### src/rtl/core/bmmrs_pkg.sv
// Shared types and constants for the block min/max/RMS summary core.
// Used by bmmrs_divsqrt and block_min_max_rms_summary_core; no dependencies.
`timescale 1ns / 1ps
`default_nettype none

package bmmrs_pkg;

   localparam int SAMPLE_BITS_DEF = 24;

   // Accumulator and root datapath widths
   localparam int SUM_BITS   = 64;
   localparam int ROOT_BITS  = SUM_BITS / 2;
   localparam int REM_BITS   = ROOT_BITS + 2;
   localparam int COUNT_BITS = 17;
   localparam int BLK_BITS   = 16;
   localparam int STEP_BITS  = 6;

   localparam logic [COUNT_BITS-1:0] SMALL_BLOCK = COUNT_BITS'(256);
   localparam logic [COUNT_BITS-1:0] LARGE_BLOCK = COUNT_BITS'(64 * 1024);

   typedef enum logic [2:0] {
      SEQ_IDLE,
      SEQ_SQUARE,
      SEQ_ACCUM,
      SEQ_ROOT,
      SEQ_RESULT
   } seq_state_type;

   typedef enum logic [1:0] {
      DSQ_IDLE,
      DSQ_DIV,
      DSQ_ROOT,
      DSQ_DONE
   } dsq_state_type;

   typedef struct packed {
      logic busy;
      logic done;
   } dsq_status_type;

endpackage

`default_nettype wire

### src/rtl/core/bmmrs_divsqrt.sv
// Bit-serial divide followed by bit-serial integer square root on one subtractor.
// Depends on bmmrs_pkg for widths, the state type and the status struct.
`timescale 1ns / 1ps
`default_nettype none

module bmmrs_divsqrt
   import bmmrs_pkg::*;
(
   input  wire logic                  clock,
   input  wire logic                  reset,
   input  wire logic                  start,
   input  wire logic [SUM_BITS-1:0]   dividend,
   input  wire logic [COUNT_BITS-1:0] divisor,
   output dsq_status_type             status,
   output logic [ROOT_BITS-1:0]       root
);

   dsq_state_type               state_ff, state_in;
   logic [SUM_BITS-1:0]         work_ff, work_in;
   logic [REM_BITS-1:0]         rem_ff, rem_in;
   logic [ROOT_BITS-1:0]        root_ff, root_in;
   logic [COUNT_BITS-1:0]       divisor_ff, divisor_in;
   logic [STEP_BITS-1:0]        step_ff, step_in;

   logic [REM_BITS-1:0]         op_a;
   logic [REM_BITS-1:0]         op_b;
   logic [REM_BITS:0]           diff;
   logic                        fit;

   // Shared subtractor: restoring division in DIV, digit recurrence in ROOT
   always_comb begin
      if (state_ff == DSQ_ROOT) begin
         op_a = {rem_ff[ROOT_BITS-1:0], work_ff[SUM_BITS-1 -: 2]};
         op_b = {root_ff, 2'b01};
      end else begin
         op_a = REM_BITS'({rem_ff[COUNT_BITS-1:0], work_ff[SUM_BITS-1]});
         op_b = REM_BITS'(divisor_ff);
      end
      diff = {1'b0, op_a} - {1'b0, op_b};
      fit  = ~diff[REM_BITS];
   end

   always_comb begin
      state_in   = state_ff;
      work_in    = work_ff;
      rem_in     = rem_ff;
      root_in    = root_ff;
      divisor_in = divisor_ff;
      step_in    = step_ff;
      status     = '{busy: (state_ff != DSQ_IDLE), done: 1'b0};
      case (state_ff)
         DSQ_IDLE: begin
            if (start) begin
               work_in    = dividend;
               divisor_in = divisor;
               rem_in     = '0;
               step_in    = STEP_BITS'(SUM_BITS - 1);
               state_in   = DSQ_DIV;
            end
         end
         DSQ_DIV: begin
            work_in = {work_ff[SUM_BITS-2:0], fit};
            rem_in  = fit ? diff[REM_BITS-1:0] : op_a;
            step_in = step_ff - STEP_BITS'(1);
            if (step_ff == '0) begin
               rem_in   = '0;
               root_in  = '0;
               step_in  = STEP_BITS'(ROOT_BITS - 1);
               state_in = DSQ_ROOT;
            end
         end
         DSQ_ROOT: begin
            work_in = {work_ff[SUM_BITS-3:0], 2'b00};
            rem_in  = fit ? diff[REM_BITS-1:0] : op_a;
            root_in = {root_ff[ROOT_BITS-2:0], fit};
            step_in = step_ff - STEP_BITS'(1);
            if (step_ff == '0) begin
               state_in = DSQ_DONE;
            end
         end
         DSQ_DONE: begin
            status.done = 1'b1;
            state_in    = DSQ_IDLE;
         end
         default: begin
            state_in = DSQ_IDLE;
         end
      endcase
   end

   always_ff @(posedge clock) begin
      if (reset) begin
         state_ff <= DSQ_IDLE;
      end else begin
         state_ff <= state_in;
      end
      work_ff    <= work_in;
      rem_ff     <= rem_in;
      root_ff    <= root_in;
      divisor_ff <= divisor_in;
      step_ff    <= step_in;
   end

   assign root = root_ff;

endmodule

`default_nettype wire

### src/rtl/core/block_min_max_rms_summary_core.sv
// Top level of the block min/max/RMS summary core: accumulators, sequencer, ports.
// Depends on bmmrs_pkg and instantiates bmmrs_divsqrt for the mean-square root.
`timescale 1ns / 1ps
`default_nettype none

// Channel | Direction | Carries
// --------+-----------+--------------------------------------------------------
// req_    | in        | tdata: sample; tlast: end_of_buffer; tuser: restart
// rsp_    | out       | tdata: min, max, rms, block_number; tuser: is_partial
// csr_    | in        | data: summary_mode (0: 256-sample, 1: 65536-sample blocks)
//
// A sample that emits no summary passes through latch, square on the multiplier and
// accumulate before the next accept. A sample that closes a block or marks end of
// buffer also waits for the shared subtractor, which runs 64 divide steps and then
// 32 square-root steps, one bit per cycle.
// Reset is synchronous and active high; it returns mode and accumulators to
// their initial values. The summary sits in an output register, so a stalled
// rsp_ channel holds only the next summary, not samples that emit none.

module block_min_max_rms_summary_core
   import bmmrs_pkg::*;
#(
   parameter int SAMPLE_BITS = SAMPLE_BITS_DEF
) (
   input  wire logic                      clock,
   input  wire logic                      reset,
   // request transaction
   input  wire logic                      req_tvalid,
   output logic                           req_tready,
   input  wire logic [((SAMPLE_BITS + 7) / 8) * 8 - 1:0]
                                          req_tdata,  // [SAMPLE_BITS-1:0] sample
   input  wire logic                      req_tlast,  // end_of_buffer
   input  wire logic                      req_tuser,  // restart
   // response transaction
   output logic                           rsp_tvalid,
   input  wire logic                      rsp_tready,
   output logic [((3 * SAMPLE_BITS + BLK_BITS + 7) / 8) * 8 - 1:0]
                                          rsp_tdata,  // min, max, rms, block_number
   output logic                           rsp_tuser,  // is_partial
   // configuration write
   input  wire logic                      csr_valid,
   output logic                           csr_ready,
   input  wire logic                      csr_data    // summary_mode
);

   localparam int RSP_TDATA_BITS = ((3 * SAMPLE_BITS + BLK_BITS + 7) / 8) * 8;
   localparam int SQ_BITS        = 2 * SAMPLE_BITS;

   localparam logic signed [SAMPLE_BITS-1:0] MIN_INIT = {1'b0, {(SAMPLE_BITS-1){1'b1}}};
   localparam logic signed [SAMPLE_BITS-1:0] MAX_INIT = {1'b1, {(SAMPLE_BITS-1){1'b0}}};

   seq_state_type                   state_ff, state_in;
   logic                            mode_ff, mode_in;

   // held request transaction
   logic signed [SAMPLE_BITS-1:0]   sample_ff, sample_in;
   logic                            eob_ff, eob_in;
   logic [SQ_BITS-1:0]              sq_ff, sq_in;

   // block accumulators
   logic signed [SAMPLE_BITS-1:0]   min_ff, min_in;
   logic signed [SAMPLE_BITS-1:0]   max_ff, max_in;
   logic [SUM_BITS-1:0]             sum_ff, sum_in;
   logic [COUNT_BITS-1:0]           count_ff, count_in;
   logic [BLK_BITS-1:0]             blk_ff, blk_in;

   // summary snapshot while the root runs, then the output register
   logic signed [SAMPLE_BITS-1:0]   snap_min_ff, snap_min_in;
   logic signed [SAMPLE_BITS-1:0]   snap_max_ff, snap_max_in;
   logic [BLK_BITS-1:0]             snap_blk_ff, snap_blk_in;
   logic                            snap_partial_ff, snap_partial_in;

   logic                            rsp_valid_ff, rsp_valid_in;
   logic signed [SAMPLE_BITS-1:0]   rsp_min_ff, rsp_min_in;
   logic signed [SAMPLE_BITS-1:0]   rsp_max_ff, rsp_max_in;
   logic [SAMPLE_BITS-1:0]          rsp_rms_ff, rsp_rms_in;
   logic [BLK_BITS-1:0]             rsp_blk_ff, rsp_blk_in;
   logic                            rsp_partial_ff, rsp_partial_in;

   logic [SAMPLE_BITS-1:0]          mag;
   logic [SUM_BITS:0]               sum_add;
   logic [SUM_BITS-1:0]             sum_next;
   logic [COUNT_BITS-1:0]           limit;
   logic                            full;

   logic                            dsq_start;
   logic [SUM_BITS-1:0]             dsq_dividend;
   dsq_status_type                  dsq_status;
   logic [ROOT_BITS-1:0]            dsq_root;

   // Magnitude of the most negative sample still fits as unsigned
   assign mag = sample_ff[SAMPLE_BITS-1] ? (~sample_ff + SAMPLE_BITS'(1)) : sample_ff;

   // Saturate the sum of squares at all ones
   assign sum_add  = {1'b0, sum_ff} + (SUM_BITS + 1)'(sq_ff);
   assign sum_next = sum_add[SUM_BITS] ? {SUM_BITS{1'b1}} : sum_add[SUM_BITS-1:0];

   assign limit = mode_ff ? LARGE_BLOCK : SMALL_BLOCK;
   assign full  = (count_ff >= limit);

   assign req_tready = (state_ff == SEQ_IDLE);
   assign csr_ready  = 1'b1;

   always_comb begin
      state_in        = state_ff;
      mode_in         = mode_ff;
      sample_in       = sample_ff;
      eob_in          = eob_ff;
      sq_in           = sq_ff;
      min_in          = min_ff;
      max_in          = max_ff;
      sum_in          = sum_ff;
      count_in        = count_ff;
      blk_in          = blk_ff;
      snap_min_in     = snap_min_ff;
      snap_max_in     = snap_max_ff;
      snap_blk_in     = snap_blk_ff;
      snap_partial_in = snap_partial_ff;
      rsp_valid_in    = rsp_valid_ff;
      rsp_min_in      = rsp_min_ff;
      rsp_max_in      = rsp_max_ff;
      rsp_rms_in      = rsp_rms_ff;
      rsp_blk_in      = rsp_blk_ff;
      rsp_partial_in  = rsp_partial_ff;
      dsq_start       = 1'b0;
      dsq_dividend    = sum_next;

      // Drop the response once it is taken
      if (rsp_valid_ff && rsp_tready) begin
         rsp_valid_in = 1'b0;
      end

      // A mode change starts over from an empty first block
      if (csr_valid && (csr_data != mode_ff)) begin
         mode_in  = csr_data;
         min_in   = MIN_INIT;
         max_in   = MAX_INIT;
         sum_in   = '0;
         count_in = '0;
         blk_in   = '0;
      end

      case (state_ff)
         SEQ_IDLE: begin
            if (req_tvalid) begin
               sample_in = req_tdata[SAMPLE_BITS-1:0];
               eob_in    = req_tlast;
               // Restart clears everything before this sample counts
               if (req_tuser) begin
                  min_in   = MIN_INIT;
                  max_in   = MAX_INIT;
                  sum_in   = '0;
                  count_in = '0;
                  blk_in   = '0;
               end
               state_in = SEQ_SQUARE;
            end
         end
         SEQ_SQUARE: begin
            sq_in = SQ_BITS'(mag) * SQ_BITS'(mag);
            if (sample_ff < min_ff) begin
               min_in = sample_ff;
            end
            if (sample_ff > max_ff) begin
               max_in = sample_ff;
            end
            count_in = count_ff + COUNT_BITS'(1);
            state_in = SEQ_ACCUM;
         end
         SEQ_ACCUM: begin
            sum_in = sum_next;
            if (full || eob_ff) begin
               // Snapshot the summary, hand sum and count to the root unit
               snap_min_in     = min_ff;
               snap_max_in     = max_ff;
               snap_blk_in     = blk_ff;
               snap_partial_in = ~full;
               dsq_start       = 1'b1;
               if (full) begin
                  min_in   = MIN_INIT;
                  max_in   = MAX_INIT;
                  sum_in   = '0;
                  count_in = '0;
                  blk_in   = blk_ff + BLK_BITS'(1);
               end
               state_in = SEQ_ROOT;
            end else begin
               state_in = SEQ_IDLE;
            end
         end
         SEQ_ROOT: begin
            if (dsq_status.done) begin
               state_in = SEQ_RESULT;
            end
         end
         SEQ_RESULT: begin
            // Hold until the output register is free
            if (!rsp_valid_ff || rsp_tready) begin
               rsp_valid_in   = 1'b1;
               rsp_min_in     = snap_min_ff;
               rsp_max_in     = snap_max_ff;
               rsp_rms_in     = dsq_root[SAMPLE_BITS-1:0];
               rsp_blk_in     = snap_blk_ff;
               rsp_partial_in = snap_partial_ff;
               state_in       = SEQ_IDLE;
            end
         end
         default: begin
            state_in = SEQ_IDLE;
         end
      endcase
   end

   always_ff @(posedge clock) begin
      if (reset) begin
         state_ff     <= SEQ_IDLE;
         mode_ff      <= 1'b0;
         min_ff       <= MIN_INIT;
         max_ff       <= MAX_INIT;
         sum_ff       <= '0;
         count_ff     <= '0;
         blk_ff       <= '0;
         rsp_valid_ff <= 1'b0;
      end else begin
         state_ff     <= state_in;
         mode_ff      <= mode_in;
         min_ff       <= min_in;
         max_ff       <= max_in;
         sum_ff       <= sum_in;
         count_ff     <= count_in;
         blk_ff       <= blk_in;
         rsp_valid_ff <= rsp_valid_in;
      end
      sample_ff       <= sample_in;
      eob_ff          <= eob_in;
      sq_ff           <= sq_in;
      snap_min_ff     <= snap_min_in;
      snap_max_ff     <= snap_max_in;
      snap_blk_ff     <= snap_blk_in;
      snap_partial_ff <= snap_partial_in;
      rsp_min_ff      <= rsp_min_in;
      rsp_max_ff      <= rsp_max_in;
      rsp_rms_ff      <= rsp_rms_in;
      rsp_blk_ff      <= rsp_blk_in;
      rsp_partial_ff  <= rsp_partial_in;
   end

   bmmrs_divsqrt u_divsqrt (
      .clock    (clock),
      .reset    (reset),
      .start    (dsq_start),
      .dividend (dsq_dividend),
      .divisor  (count_ff),
      .status   (dsq_status),
      .root     (dsq_root)
   );

   assign rsp_tvalid = rsp_valid_ff;
   assign rsp_tdata  = RSP_TDATA_BITS'({rsp_blk_ff, rsp_rms_ff, rsp_max_ff, rsp_min_ff});
   assign rsp_tuser  = rsp_partial_ff;

endmodule

`default_nettype wire

### config.mk
export PLATFORM = sky130hd
export DESIGN_NAME = block_min_max_rms_summary_core
export DESIGN_NICKNAME = d
export VERILOG_FILES = /design/src/rtl/core/bmmrs_pkg.sv /design/src/rtl/core/bmmrs_divsqrt.sv /design/src/rtl/core/block_min_max_rms_summary_core.sv
export SDC_FILE = /design/constraint.sdc
export NUM_CORES = 2
export LEC_CHECK = 0
export ABC_AREA = 1
export CORE_MARGIN = 8
export CORE_UTILIZATION = 45
export DETAILED_ROUTE_END_ITERATION = 10
export DONT_BUFFER_PORTS = 1
export PLACE_DENSITY = 0.62
export SLEW_MARGIN = 5
export SYNTH_ARGS = -nofsm -noshare
export SYNTH_HDL_FRONTEND = slang
export SYNTH_SLANG_ARGS = --single-unit
### constraint.sdc
create_clock -name clock -period 8.6 [get_ports clock]
set_input_delay 0 -clock clock [delete_from_list [all_inputs] [get_ports clock]]
set_output_delay 0 -clock clock [all_outputs]
set_load 0.02 [all_outputs]
After elaboration in Yosys (flattened, before gate mapping)
Index checks and enable logic that the tools add are counted.
{"block": "classes", "addsub": 6, "mul": 1, "n_reduce_logical": 18, "order_cmp": 3, "n_mux": 63, "n_bitwise": 3, "eq_ne": 14}
{"operator": "$mux W64", "count": 7}
{"operator": "$mux W24", "count": 13}
{"operator": "$pmux W64 S3", "count": 1}
{"operator": "$pmux W24 S3", "count": 2}
{"operator": "$mux W32", "count": 4}
{"operator": "$pmux W64 S2", "count": 1}
{"operator": "$mux W17", "count": 6}
{"operator": "$pmux W32 S3", "count": 1}
{"operator": "$mux W16", "count": 5}
{"operator": "$mux W34", "count": 2}
{"operator": "$add A64 B48 Y65", "count": 1}
{"operator": "$pmux W32 S2", "count": 1}
{"operator": "$pmux W17 S3", "count": 1}
{"operator": "$mul A24 B24 Y48", "count": 1}
{"operator": "$sub A34 B34 Y35", "count": 1}
{"operator": "$pmux W16 S2", "count": 1}
{"operator": "$add A24 B2 Y24 const B", "count": 1}
{"operator": "$gt A24 B24 Y1", "count": 1}
{"operator": "$lt A24 B24 Y1", "count": 1}
{"operator": "$not A24 Y24", "count": 1}
{"operator": "$pmux W6 S3", "count": 1}
{"operator": "$add A17 B1 Y17 const B", "count": 1}
{"operator": "$ge A17 B17 Y1", "count": 1}
{"operator": "$add A16 B1 Y16 const B", "count": 1}
{"operator": "other kinds (26)", "count": 52}
{"block": "word_totals", "output_inout_bits": 92, "inputBits": 32, "wordCells": 134, "ff_bits": 530}

Depth between registers and ports, before layout
{"block": "logic_depth", "ltp_word": 7, "mapped_depth": 38, "ltp_nobuf": 38}

By module
A second synthesis with hierarchy kept.
{"block": "hier_totals", "hier_cells": 6265, "area_unflattened_um2": 48973.2}
{"mod": "block_min_max_rms_summary_core", "n_inst": 1, "area_per_inst_um2": 39205.1, "cells_each": 5095, "seq_area_each_um2": 9789.4}
{"mod": "bmmrs_divsqrt", "n_inst": 1, "area_per_inst_um2": 9768.1, "cells_each": 1170, "seq_area_each_um2": 4574.4}

Worst setup path before layout
OpenSTA, ideal clock, no wires.
{"block": "synth_timing", "kind": "reg-to-reg", "startpoint": "register sample_ff[0]", "endpoint": "register sq_ff[36], data pin", "t_arrival_ns": 7.287, "path_stages_with_launch": 34, "n_path_buf": 2, "path_slack_ns": 1.061, "setup_time_ns": 0.252, "synth_period_minus_slack_ns": 7.539, "t_required_ns": 8.348, "cell_sequence": "edfxtp_1 -> inv_2 -> clkbuf_1 -> ha_1 -> nand3_1 -> nor2_2 -> a21oi_1 -> or2_2 -> nand2_1 -> inv_1 -> buf_2 -> nor2_1 -> inv_1 -> fa_1 -> inv_1 -> fa_1 -> fa_1 -> fa_1 -> inv_1 -> fa_1 -> fa_1 -> inv_1 -> fa_1 -> ha_1 -> nand2_1 -> nor2_1 -> inv_1 -> nor3_1 -> and3_1 -> a21oi_1 -> o21ai_0 -> nand2_1 -> nand3_1 -> nand2_1"}
{"block": "synth_between", "elab_chain_cells": 4}
{"item": "start: declaration", "line_no": "block_min_max_rms_summary_core.sv:56", "source": "logic signed [SAMPLE_BITS-1:0] sample_ff, sample_in;"}
{"item": "start signal: assignment", "line_no": "block_min_max_rms_summary_core.sv:234", "source": "sample_ff <= sample_in;"}
{"item": "$not A24 Y24", "line_no": "block_min_max_rms_summary_core.sv:92", "source": "assign mag = sample_ff[SAMPLE_BITS-1] ? (~sample_ff + SAMPLE_BITS'(1)) : sample_ff;"}
{"item": "$add A24 B2 Y24", "line_no": "block_min_max_rms_summary_core.sv:92"}
{"item": "$mux W24 (*)", "line_no": "block_min_max_rms_summary_core.sv:92"}
{"item": "$mul A24 B24 Y48 (*)", "line_no": "block_min_max_rms_summary_core.sv:160", "source": "sq_in = SQ_BITS'(mag) * SQ_BITS'(mag);"}
{"item": "end signal: assignment", "line_no": "block_min_max_rms_summary_core.sv:236", "source": "sq_ff <= sq_in;"}
{"item": "end: declaration", "line_no": "block_min_max_rms_summary_core.sv:58", "source": "logic [SQ_BITS-1:0] sq_ff, sq_in;"}
Every way passes the cells marked *; elsewhere a longest branch is shown, timed or not.
A chain may end at the register's enable or synchronous reset.

Worst setup path after layout
{"block": "layout_timing", "startpoint": "register sample_ff[20]", "endpoint": "register sq_ff[33], data pin"}
Same word-level chain as after synthesis.

==> flow_summary.json <==
{
  "outcome": "finished, final reports clean",
  "gp_congestion": 0.974,
  "hold_slack_ps": 20.1,
  "antenna_found_initial": 2,
  "multi_input_area_sq_mm": 0.0276,
  "synth-xor-area-share": 0.0210,
  "period_share": 0.958,
  "end_kind": "flop",
  "io_buffer_count": 0,
  "finalSetupViolations": 0,
  "yosysSeqAreaShare": 0.303,
  "reg2reg_to": "sq_ff[33]",
  "place_inst": 7379,
  "syn-cell-area_sq_mm": 0.0475,
  "first_iter_violations": 3597,
  "track_usage": 0.241,
  "totalWireLength_um": 142000,
  "synth_cell_types": 52,
  "fmax_ghz": 0.121,
  "place.detailed.hpwl_um": 111000,
  "cts_buffers": 56,
  "r2r_cells": 30,
  "maxCapViolations": 0,
  "root_buffer": "clkbuf_16",
  "finClkSkew_ps": 72.4,
  "r2r_slack_ps": 360,
  "finalNonFillerCells": 7542,
  "grt_pass1_vias": 39302,
  "drt_first_pass_iters": 5,
  "htree_levels": 2,
  "synth_area_leaders": "edfxtp_1, fa_1, nand2_1, inv_1, ha_1",
  "synth_mux_area_frac": 0.000211,
  "dr_total_vias": 39400,
  "synth-simple-area-share": 0.222,
  "finalHoldViolCount": 0,
  "die_area_sq_mm": 0.116,
  "dieWidth_um": 341,
  "path_class": "flop to flop",
  "cts_buffer_depth": 3,
  "cp-endpoint": "sq_ff[33]",
  "cp_slowest_cell": "fa_1",
  "postSynthCellCount": 6073,
  "ys_ff_latch": 529,
  "hold_path_class": "input port to flop",
  "synth_ff_type": "edfxtp_1",
  "async_flop_share": 0,
  "fillers": 10336,
  "regArea_sq_mm": 0.0144,
  "synth_edf_count": 377,
  "critPathLaunchType": "flop",
  "slowest_delay_ps": 560,
  "clock_latency_ps": 670,
  "synth_fa_ha_area_frac": 0.261,
  "initial_core_util": 0.452,
  "syn2layout_area_growth_pct": 8.75,
  "final_common_cell": "nand2_1",
  "drc_errors": 0,
  "worst_slack_ps": 364,
  "diodes": 0,
  "cts_tree": "done",
  "synth_top_family_by_area": "adder cells",
  "grt_max_degree": 97,
  "path_max_fanout": 20,
  "pre_cts_slack_ps": 208,
  "synth-warning-count": 0,
  "die_y_um": 341,
  "yosysTopAreaCellShare": 0.238,
  "synth-compound-area-share": 0.0746,
  "num_io_pins": 124,
  "row_count": 119,
  "tightest_slew_ps": 1230,
  "slew_headroom": 0.177,
  "slew_violations": 0,
  "drt-wirelength-per-cell_um": 18.8,
  "final_antenna_net_count": 0,
  "core_area_sq_mm": 0.105,
  "startpoint": "sample_ff[20]",
  "fin_crit_ps": 8240,
  "avgSynthCellArea_sq_um": 7.82,
  "synth_area_leader_cell": "edfxtp_1",
  "cts.sinks": 529,
  "drive_gt1_frac": 0.0421,
  "critical_path_arrival_ps": 8580,
  "cp.required_ps": 8940,
  "rr_startpoint": "sample_ff[20]",
  "final_cell_mix": "nand2_1, inv_1, nor2_1, fa_1, nand3_1",
  "final_core_utilization": 0.492,
  "path_clk_slew_ps": 70,
  "via_per_inst": 5.22,
  "nets": 6871,
  "grt_first_pass_wirelength_um": 223000,
  "grt_overflow": 0
}
-- cells in the mapped netlist, types with 11 or more instances --
| cell type | count |
|---|---|
| nor2_1 | 565 |
| a31oi_1 | 21 |
| o21ai_0 | 184 |
| a21o_1 | 17 |
| dfxtp_1 | 152 |
| xnor2_1 | 34 |
| nand2_2 | 28 |
| nor3_1 | 44 |
| nand4_1 | 31 |
| o221ai_1 | 20 |
| inv_1 | 1272 |
| inv_2 | 23 |
| edfxtp_1 | 377 |
| a21oi_1 | 351 |
| clkinv_1 | 12 |
| nand3_1 | 386 |
| xor2_1 | 80 |
| nor4_1 | 15 |
| ha_1 | 312 |
| clkbuf_1 | 101 |
| o21bai_1 | 12 |
| nor2_2 | 11 |
| nand2_1 | 1458 |
| fa_1 | 424 |
| buf_1 | 14 |
| buf_2 | 40 |
-- kinds of logic after synthesis --
kind of cell,after synthesis
compound gates,650
xor+xnor,114
fa+ha+maj,736
buf+inv,1473
flops,529
mux,1
other cells,2
simple gates,2568
-- how the worst min path moves through the flow --
stage / slack [ps] / depth (start not counted) / endpoint / startpoint
floorplan: 100 / 0 / eob_ff / req_tlast
global placement: 100 / 0 / sample_ff[22] / req_tdata[22]
detailed placement: 100 / 0 / sample_ff[15] / req_tdata[15]
CTS: 1 / 1 / sample_ff[9] / req_tdata[9]
global route: 4 / 1 / sample_ff[9] / req_tdata[9]
finish: 20 / 1 / sample_ff[4] / req_tdata[4]
-- state kept, by name, summed over array words and instances, names as in the netlist, 2 cells and up --
signal,count
u_divsqrt.rem_ff,32
rsp_blk_ff,16
snap_max_ff,24
u_divsqrt.root,32
sq_ff,47
u_divsqrt.divisor_ff,17
u_divsqrt.state_ff,2
count_ff,17
u_divsqrt.step_ff,6
blk_ff,16
sum_ff,64
rsp_max_ff,24
min_ff,24
state_ff,3
u_divsqrt.work_ff,64
max_ff,24
rsp_rms_ff,24
rsp_min_ff,24
snap_min_ff,24
snap_blk_ff,16
sample_ff,24
-- worst max-delay path, delay by kind of cell (launching register included) --
| kind | cells | cell delay, ps |
|---|---|---|
| and+or+nand+nor | 12 | 1860 |
| adders and majority gates | 8 | 4050 |
| xor gates and xnor gates | 1 | 150 |
| AOI/OAI and AO/OA | 1 | 330 |
| buffers and inverters | 8 | 1010 |
| DFF | 1 | 490 |
-- what timing repair did --
action                                  in CTS  in global routing
buffers inserted                             0                  4
resized for setup                            0                 13
hold buffers                                53                  0
endpoints found under the setup margin       0                 16
hold endpoints to repair                   187                  0
-- layer usage --
layer | share of wire | track usage | up-vias
met1 | 0.43 | 0.332 | 18854
met2 | 0.47 | 0.402 | 1335
met3 | 0.067 | 0.0278 | 263
li1 | - | - | 18946
met4 | 0.032 | 0.0705 | 2
met5 | 0.000049 | 0 | -
-- stage by stage --
step           area (sq um)  setup TNS, ps
3_3_place_gp          49100              0
6_report              51600              0
2_1_floorplan         47500              0
5_1_grt               51600          -10.1
3_5_place_dp          49100              0
4_1_cts               51600              0
-- cell type report --
class | instances | share of cell area
Inverter | 1307 | 0.0952
Multi-Input combinational cell | 4087 | 0.535
Sequential cell | 529 | 0.278
Tap cell | 1391 | 0.0337
Clock inverter | 36 | 0.00812
Timing Repair Buffer | 122 | 0.0207
Clock buffer | 70 | 0.0291
Power is not shown: default switching activity piles up to over one toggle a cycle in this logic, so the estimate is an artifact.
